===== config.mk =====
export PLATFORM = sky130hd
export DESIGN_NAME = pfla_ctrl
export DESIGN_NICKNAME = d
export VERILOG_FILES = /design/src/rtl/per_core_page_free_list_allocator_macros.svh /design/src/rtl/pfla_pkg.sv /design/src/rtl/pfla_ctrl.sv
export SDC_FILE = /design/constraint.sdc
export NUM_CORES = 1
export LEC_CHECK = 0
export CAP_MARGIN = 10
export CORE_AREA = 2 2 39 41
export CTS_CLUSTER_SIZE = 10
export DETAILED_ROUTE_END_ITERATION = 8
export DIE_AREA = 0 0 41 43
export DONT_BUFFER_PORTS = 1
export PLACE_DENSITY_LB_ADDON = 0.1
export SETUP_SLACK_MARGIN = 0.4
export SYNTH_ARGS = -nofsm -noshare
export SYNTH_HDL_FRONTEND = slang
export SYNTH_SLANG_ARGS = --single-unit

===== constraint.sdc =====
create_clock -name i_clk -period 1.5 [get_ports i_clk]
set_input_delay 0.225 -clock i_clk [delete_from_list [all_inputs] [get_ports i_clk]]
set_output_delay 0.225 -clock i_clk [all_outputs]
set_load 0.01 [all_outputs]

===== src/rtl/per_core_page_free_list_allocator_macros.svh =====
// Assertion macros shared by the page allocator RTL.
`ifndef PER_CORE_PAGE_FREE_LIST_ALLOCATOR_MACROS_SVH
`define PER_CORE_PAGE_FREE_LIST_ALLOCATOR_MACROS_SVH

// Same-cycle implication, disabled while reset is asserted.
`define PFLA_ASSERT_SAME(LBL, CLK, RSTN, ANT, CON, MSG) \
    LBL: assert property (@(posedge CLK) disable iff (!(RSTN)) (ANT) |-> (CON)) \
        else $error(MSG);

// Next-cycle implication, disabled while reset is asserted.
`define PFLA_ASSERT_NEXT(LBL, CLK, RSTN, ANT, CON, MSG) \
    LBL: assert property (@(posedge CLK) disable iff (!(RSTN)) (ANT) |=> (CON)) \
        else $error(MSG);

`endif


===== src/rtl/pfla_pkg.sv =====
// Shared types and constants of the per-core page allocator.
`timescale 1ns / 1ps
package pfla_pkg;

    // operation codes
    localparam logic OP_FREE  = 1'b0;
    localparam logic OP_ALLOC = 1'b1;

    // status codes
    localparam logic [1:0] ST_OK       = 2'd0;
    localparam logic [1:0] ST_OOM      = 2'd1;
    localparam logic [1:0] ST_BAD_ADDR = 2'd2;

    // configuration register indexes
    localparam int CFG_IDX_W = 1;
    localparam logic [CFG_IDX_W-1:0] CFG_KERNEL_END = 1'd0;
    localparam logic [CFG_IDX_W-1:0] CFG_PHYS_TOP   = 1'd1;

    localparam logic [31:0] KERNEL_END_RST = 32'h8000_0000;
    localparam logic [31:0] PHYS_TOP_RST   = 32'h8800_0000;

    typedef struct packed {
        logic        op;
        logic [2:0]  core_id;
        logic [31:0] phys_addr;
    } t_req;

    typedef struct packed {
        logic [1:0]  status;
        logic [31:0] page_addr;
        logic [2:0]  source_core;
    } t_rsp;

    // one-hot step commands from the controller to the datapath
    typedef struct packed {
        logic cap;
        logic chk;
        logic calc;
        logic fin;
    } t_cmd;

endpackage


===== src/rtl/pfla_ctrl.sv =====
// Sequencing state machine of the page allocator.
`timescale 1ns / 1ps
module pfla_ctrl
    import pfla_pkg::*;
(
    input  logic i_clk,
    input  logic i_rst_n,
    input  logic i_start,
    input  logic i_is_alloc,
    output logic o_busy,
    output t_cmd o_cmd
);

    localparam logic [1:0] S_IDLE = 2'd0;
    localparam logic [1:0] S_CHK  = 2'd1;
    localparam logic [1:0] S_CALC = 2'd2;
    localparam logic [1:0] S_FIN  = 2'd3;

    logic [1:0] r_state;
    logic [1:0] n_state;

    always_comb begin
        n_state = r_state;
        o_cmd   = '0;
        unique case (r_state)
            S_IDLE: begin
                if (i_start) begin
                    o_cmd.cap = 1'b1;
                    n_state   = S_CHK;
                end
            end
            S_CHK: begin
                o_cmd.chk = 1'b1;
                n_state   = S_CALC;
            end
            S_CALC: begin
                o_cmd.calc = 1'b1;
                n_state    = i_is_alloc ? S_IDLE : S_FIN;
            end
            S_FIN: begin
                o_cmd.fin = 1'b1;
                n_state   = S_IDLE;
            end
            default: n_state = S_IDLE;
        endcase
    end

    always_ff @(posedge i_clk) begin
        if (!i_rst_n) begin
            r_state <= S_IDLE;
        end else begin
            r_state <= n_state;
        end
    end

    assign o_busy = (r_state != S_IDLE);

endmodule


Word-level counts from Yosys, hierarchy flattened
Cells that the tools add are included.
{ "op_classes": {"n_eq_ne": 4, "reduce_logical": 2, "n_mux": 8} }
{ "ops": {"columns": ["cell", "n"], "rows": [
  ["2-bit one-hot mux with 4 select lines", 1],
  ["1-bit two-way mux", 5],
  ["2-bit == test, second input constant", 2],
  ["2-bit two-way mux", 2],
  ["2-bit by 1-bit == test with 1-bit output, second input constant", 1],
  ["2-bit zero test", 1],
  ["2-bit != test, second input constant", 1],
  ["2-bit nonzero test", 1]
]} }
{ "totals": {"regBits": 2, "output_inout_bits": 5, "word_cells": 15} }

Depth between registers and ports, before layout
Gate-level depths: netlist of the first run.
{ "logic_depth": {"depth_word": 2, "mapped_depth": 2} }

Least setup slack after synthesis of the first run
OpenSTA, ideal clock, no wires.
{ "synth_timing": {"kind": "flip-flop to output port", "start": "register r_state[1]", "end": "output port o_cmd[3] (netlist name)", "path_stages_with_launch": 3, "slack_ps": 490, "arrival_time_ps": 785, "n_path_buf": 0, "cell_sequence": "dfxtp_1 > or2_1 > nor2_1"} }
{ "synth_lines": {"columns": ["element", "line", "text"], "rows": [
  ["start: declaration", "pfla_ctrl.sv:19", "logic [1:0] r_state;"],
  ["start signal: assignment", "pfla_ctrl.sv:52", "r_state <= n_state;"],
  ["end: declaration", "pfla_ctrl.sv:11", "output t_cmd o_cmd"]
]} }

==> results.txt, run 1 <==
- The flow ran to the end, and the final reports show no timing, DRC or antenna violations.
* Detailed router's first-iteration violation count: 1
- Max-cap violations in this run came to 0.
* Wire length of the first global-routing pass: 538 um
- Synthesis instantiated 11 different standard cells from the library.
- Clock sink count: 2
- The synthesized design contains 2 register bits.
- Measured against its own limit, the worst slew margin works out to 92.14%.
- STA classifies the critical path endpoint as a primary output.
* Worst Path Arrival: 920 ps
- The later pin in the worst-skew pair is clocked with a latency of ~230 ps.
* Met1 track utilization from global routing: 4.473%
* Req. time, crit path: between 1000 and 1500 ps
- The floorplan has 14 rows.
- The floorplan step set the die width to 41 um.
* Nets: 26
* Slew Limit Fails: 0
- The initial antenna violation count came to 0.
- Largest registers ranked by flip-flop count: r_state: 2 flops
* Standard cell core area: 1384 sq um
* Post-layout total power: about 230 uW
- # setup viols final: 0
- Final Wtd Congestion: about 0.57
- The worst path in the final design needs a cycle of 1141 ps, including I/O delays and setup.
- Between clock sinks in the finished design, the worst skew comes to between 1.5 and 2 ps.
* Final hold slack: between 100 and 150 ps
- Summed over all layers, the global routing overflow is 0.
- Dividing the detail-routed wire length by the instance count gives between 9 and 10 um.
* Highest clock rate: 876.2 MHz
- Global routing used under 10% of the available met2 tracks.
- Via count of the routed design: 117
- After clock tree synthesis, the clock-pin slew on the worst setup and hold paths is around 30 ps.
- Yosys top cell by area: sky130_fd_sc_hd__dfxtp_1
* CTS tree: yes
- Placed cell count: 30
- Compared with the post-synthesis result, the final layout area differs by 72.92%.
* Hold violation total from the final report: 0
- Root Driver: sky130_fd_sc_hd__clkbuf_4
- Number of top-level pins: 9
- Port buffering added 0 buffers.
* Clock buffer count from CTS: 3
- In this run the number of H-tree levels came out at 1.
- Final sum of negative setup slack: 0 ps
* Highest net fanout along the worst path: 2
- Average size of a mapped cell: about 8.6 sq um
- Synthesis produced a netlist whose cell count is 14.
* Highest-count cells in the layout ignoring fill and taps: sky130_fd_sc_hd__nand2b_1, sky130_fd_sc_hd__clkbuf_4, sky130_fd_sc_hd__buf_4
* DR vias/cell: 3.250
- After detailed routing, the total wire length is around 340 um.
- Synthesis produced a netlist with a net count of 18.
- In this run the power density over the cells is 1088 nW/um^2.
* Floorplan die area: 1763 sq um
* Seq/Total Area, Yosys: 33.33%
- Summing all multi-input logic gate instances after layout gives 93.84 sq um.
* Type of the worst min-delay path: input port to flop
- Drt drc: 0
- Leak pwr: 0.09021 nW
* Count of inserted antenna diode cells: 0
* Largest net degree at the start of global routing: 7
* Least-Margin Pin Slew: 117.4 ps
- Die Height: approximately 43 um
- The sequential cells in the finished layout cover a total of roughly 45 sq um.
- Count of synthesis-stage warnings from yosys: 0
* Remaining antenna violation count after routing: 0
- Global routing consumed, over all layers together, 5.711% of the routing resources.
- The longest clock path from root to sink contains 2 buffers.
- GR Layer Usage met3: 7.853%
- The layer flagged by global routing as most heavily used is met3.
* Count of fill cells added during filler insertion: between 150 and 200
* Path type of the worst setup path: flop to primary output
* Starting Density: approximately 8.7%
- The mapped netlist covers approximately 120 sq um.
* Number of cells in the finished layout apart from fillers: 36
- Max reg flops: 2
- Fraction of post-synthesis cell area in the top cell type by area: 33.33%
- In the finished design, the share of the clock period the worst path needs comes to 76.09%.
* Startpoint Class: flop
* Unrepaired setup endpoints after global routing: yes
- Cells fill 15.01% of the core in the end.
- IR analysis of the VDD net gives a maximum drop of 0.2125 mV.
- The number of global-route vias before repair is between 100 and 150.
* Top register by number of flip-flops: r_state
- Top cells by area, synth: sky130_fd_sc_hd__dfxtp_1, sky130_fd_sc_hd__nand2b_1, sky130_fd_sc_hd__nor3b_2, sky130_fd_sc_hd__nor2b_2, sky130_fd_sc_hd__and2b_1
- The first detailed-routing pass ran for 2 iterations.
- Fraction of layout instances using a drive strength above 1: 65.00%
==> routing by layer <==
metal | part of all wire (%) | vias up | wire, um
li1 | - | 56 | -
met1 | 35 | 55 | 117
met2 | 52 | 6 | 176
met3 | 13 | 0 | 45
met4 | 0 | 0 | 0
met5 | 0 | - | 0
==> area by class of cell <==
cell class	instances	area share, %
sequential	2	21.69
multi-input combinational	11	45.18
timing repair buffer	3	10.84
inverter	1	1.807
clock buffer	3	10.84
tap	16	9.639
==> repair_timing <==
action | CTS | global route
hold endpoints to repair | 0 | 0
setup buffers | 3 | 0
pin swaps | 2 | 1
endpoints found under the setup margin | 2 | 4
hold buffers | 0 | 0
resized for setup | 6 | 2
gates cloned | 0 | 0
==> through the flow <==
step	setup WS [ps]	area, sq um
after CTS	328.0	200.2
after global placement	421.0	140.1
after floorplan	490.4	120.1
after global routing	307.9	207.7
final	358.7	207.7
after detailed placement	437.8	140.1
==> logic make-up (layout without fill, tap and decap cells) <==
kind of cell	count (synthesis)	in the layout	share of synthesized area (%)
AO/OA/AOI/OAI	2	2	10.42
buffers and inverters	1	7	3.122
flip-flops	2	2	33.33
AND/OR/NAND/NOR	9	9	53.13
==> worst paths after layout <==
| check | slack (ps) | from | endpoint | cells after the start |
|---|---|---|---|---|
| hold / removal | 120 | i_rst_n | r_state[1] | 1 |
| hold reg to reg | 650 | r_state[1] | r_state[0] | 3 |
| setup reg to reg | 580 | r_state[0] | r_state[1] | 4 |
| setup / recovery | 360 | r_state[1] | o_cmd[3] | 2 |
==> report_power, final <==
group | internal (mW) | switching [mW] | total [mW]
logic | 0.0232 | 0.0210 | 0.0442
registers | 0.0573 | 0.00219 | 0.0594
clock network | 0.0886 | 0.0337 | 0.122
total | 0.169 | 0.0569 | 0.226
==> Yosys cell counts <==
library cell               count
sky130_fd_sc_hd__nand2b_1      3
sky130_fd_sc_hd__and2b_1       1
sky130_fd_sc_hd__nor2b_2       1
sky130_fd_sc_hd__nor3b_2       1
sky130_fd_sc_hd__inv_1         1
sky130_fd_sc_hd__dfxtp_1       2
sky130_fd_sc_hd__a21oi_1       1
sky130_fd_sc_hd__or2_1         1
sky130_fd_sc_hd__and2_1        1
sky130_fd_sc_hd__o21a_1        1
sky130_fd_sc_hd__nor2_1        1
==> worst max-delay path, stage by stage (launching register included) <==
cell and delay, ps:
sky130_fd_sc_hd__dfxtp_4 330, sky130_fd_sc_hd__or2_4 250, sky130_fd_sc_hd__nor2_4 110
No activity file was read; power rests on OpenSTA's default activity.
==> inputs of run 2 (changes only) <==
clock period = 1 ns   (was 1.5 ns; I/O delays follow)
==> run 2 against run 1 <==
Against the previous run: the flow now finishes with violations (setup timing); non-clock buffer count stayed put; routed wire length is 7.1% lower; hold slack worse by 83 ps; sequential power is 50% higher; critical path depth stayed put; global-route usage is 0.11 points lower; largest power group unchanged; highest routed layer is now met4.
==> results.txt, run 2 (same netlist as run 1, synthesis figures left out) <==
* Estimated wirelength of the detail-placed design: 223 um
- The final design area excluding fillers came to 221.5 sq um (was 207.7 sq um).
- The area after detailed placement was 163.9 sq um (was 140.1 sq um).
* Highest-count cells in the layout ignoring fill and taps: sky130_fd_sc_hd__clkbuf_4, sky130_fd_sc_hd__buf_4, sky130_fd_sc_hd__nand2b_1, sky130_fd_sc_hd__dfxtp_4 (was sky130_fd_sc_hd__nand2b_1, sky130_fd_sc_hd__clkbuf_4, sky130_fd_sc_hd__buf_4)
- Pwr Density: 1518 nW/um^2 (was 1088 nW/um^2)
* Final hold slack: 40.54 ps (was 123.6 ps)
- Count of fill cells added during filler insertion: 161 (unchanged)
* Post-placement setup slack: 116.5 ps (was 437.8 ps)
* Maximum root-to-sink buffer count: 2 (unchanged)
* Initial antenna violation count: 0 (unchanged)
- Remaining antenna violation count after routing: 0 (unchanged)
* Floorplan die area: 1763 sq um (unchanged)
- The largest incremental delay on the critical path came to 330 ps (about the same).
- The placer congestion estimate was 0.5304 (was 0.5667).
- Nets: 26 (unchanged)
* Standard cell core area: 1384 sq um (unchanged)
* Starting Density: 8.680% (unchanged)
* 1st-pass router iterations: 2 (unchanged)
- The first-pass GRT wire length was 510 um (was 538 um).
- The leftover overflow at the end of global routing is 0 (unchanged).
* Root Driver: sky130_fd_sc_hd__clkbuf_4 (unchanged)
- The area overhead of the layout relative to synthesis is 84.37% (was 72.92%).
- The worst min-delay path class was input port to flop (unchanged).
* Via count of the first global-routing pass: 124 (was 128)
- Violated checks: setup timing
- Top register by number of flip-flops: r_state (unchanged)
- Cell with the largest stage delay on the worst path: sky130_fd_sc_hd__dfxtp_4 (unchanged)
- The type of element launching the critical path was a flop (unchanged).
- The number of hold violations in the final report was 0 (unchanged).
- Subtracting the final worst setup slack from the clock period gives 1083 ps.
* Highest clock rate: between 900 and 1000 MHz
* Path type of the worst setup path: flop to primary output (unchanged)
- Detailed route wirelength on metal2: 162 um (was 176 um)
- The clock-pin slew reported for the worst setup and hold paths after clock tree synthesis was 30 ps (about the same).
* Worst Path Arrival: 930 ps (was 920 ps)
* DR vias/cell: 3.222 (was 3.250)
- Slew headroom: 91.96% (was 92.14%)
- Detailed router's first-iteration violation count: 1 (unchanged)
* Wire length per cell: 8.722 um (was 9.389 um)
- Drt drc: 0 (unchanged)
- The top routing layer in use was met4 (was met3).
- Routed WL: 314 um (was 338 um)
* Fraction of layout instances using a drive strength above 1: 75.00% (was 65.00%)
* Clock sink count: 2 (unchanged)
* Number of core rows: 14 (unchanged)
* Fraction of the cycle the final worst path needs: 108.3%
* H-tree level count: 1 (unchanged)
- The number of top-level pins is 9 (unchanged).
- The max-cap check violation count is 0 (unchanged).
- The standby leakage power is 0.09282 nW (was 0.09021 nW).
- Final WS setup: -83.09 ps (was 358.7 ps)
- Largest net degree at the start of global routing: 6 (was 7)
* Horizontal die dimension: 41 um (unchanged)
- Slew Limit Fails: 0 (unchanged)
- Number of hold-repair buffers added at the cts stage: 0 (unchanged)
* Least-Margin Pin Slew: 120.3 ps (was 117.4 ps)
* Via count of the routed design: 116 (was 117)
- Unrepaired setup endpoints after global routing: yes (unchanged).
- Result of the run: finished, violations left (was complete, no violations)
- Overall routing resource usage: 5.606% (was 5.711%)
- WL met3: 48 um (was 45 um)
- Kind of end point of the critical path: primary output (unchanged)
* CTS tree: yes (unchanged)
- The share of the core filled with cells came to 16.00% (was 15.01%).
* Highest net fanout along the worst path: 3 (was 2)
- Critical Path, Cell by Cell: or2_4, nor2_4 (unchanged).
- Max IR drop VDD: 0.2594 mV (was 0.2125 mV)
* Max reg flops: 2 (unchanged)
- M1 WL: 93 um (was 117 um)
* Req. time, crit path: 850 ps (was 1270 ps)
* Number of buffers added on ports: 0 (unchanged)
- Post-layout total power: 336.1 uW (was 225.9 uW)
* # setup viols final: 1 (was 0)
* Clock buffer count from CTS: 3 (unchanged)
- The number of antenna diodes was 0 (unchanged).
- The chip height was 43 um (unchanged).
- Maximum clock skew at final layout: 0.1669 ps (was 1.923 ps)
- Largest registers ranked by flip-flop count: r_state: 2 flops (unchanged)
* Latest clock arrival within the worst-skew pair: 220 ps (was 230 ps)
==> run 2: cell count changes in the layout (fill, tap and decap cells not counted) <==
cell and change:
sky130_fd_sc_hd__a21oi_1 -1, sky130_fd_sc_hd__a21oi_2 +1, sky130_fd_sc_hd__dfxtp_2 -1, sky130_fd_sc_hd__dfxtp_4 +1, sky130_fd_sc_hd__nand2b_1 -1, sky130_fd_sc_hd__nand2b_4 +1
==> run 2: cell type report <==
type	count	area [sq um]	area share, %
multi-input cells	11	105.1	47.46
flip-flops and latches	2	47.55	21.47
clock buffers	3	22.52	10.17
repair buffers	3	22.52	10.17
well taps	16	20.02	9.040
inverters	1	3.754	1.695
==> run 2: stage by stage <==
step	cells	setup TNS, ps
6_report	36	-83.09
4_1_cts	36	-113.8
3_3_place_gp	30	0
3_5_place_dp	30	0
5_1_grt	36	-246.6
2_1_floorplan	14	0
==> run 2: critical path: cells and delay by family, from the launching register on <==
family,cells,cell delay [ps]
simple gates,2,380
flops,1,330
==> run 2: power by group <==
part / switching, mW / leakage, nW / internal [mW]
registers: 0.00437 / 0.0178 / 0.0849
clock network: 0.0448 / 0.0138 / 0.132
logic: 0.0312 / 0.0612 / 0.0385
==> run 2: worst paths after layout <==
| kind | start | to | slack, ps | cells after the start |
|---|---|---|---|---|
| worst max-delay path | r_state[1] | o_cmd[3] | -80 | 2 |
| worst min-delay path | i_rst_n | r_state[1] | 40 | 1 |
| worst max register to register | r_state[1] | r_state[1] | 120 | 3 |
| worst min register to register | r_state[0] | r_state[0] | 630 | 3 |
==> run 2: routing by layer <==
layer | track usage [%] | vias to the layer above
li1 | - | 58
met1 | 3.185 | 50
met2 | 5.938 | 6
met3 | 7.853 | 2
met4 | 8.000 | 0
met5 | 0 | -
==> run 2: timing repair <==
action / in CTS / in global routing
pin swaps: 2 / 0
resized for setup: 4 / 0
setup buffers: 3 / 0
setup endpoints to repair: 7 / 7
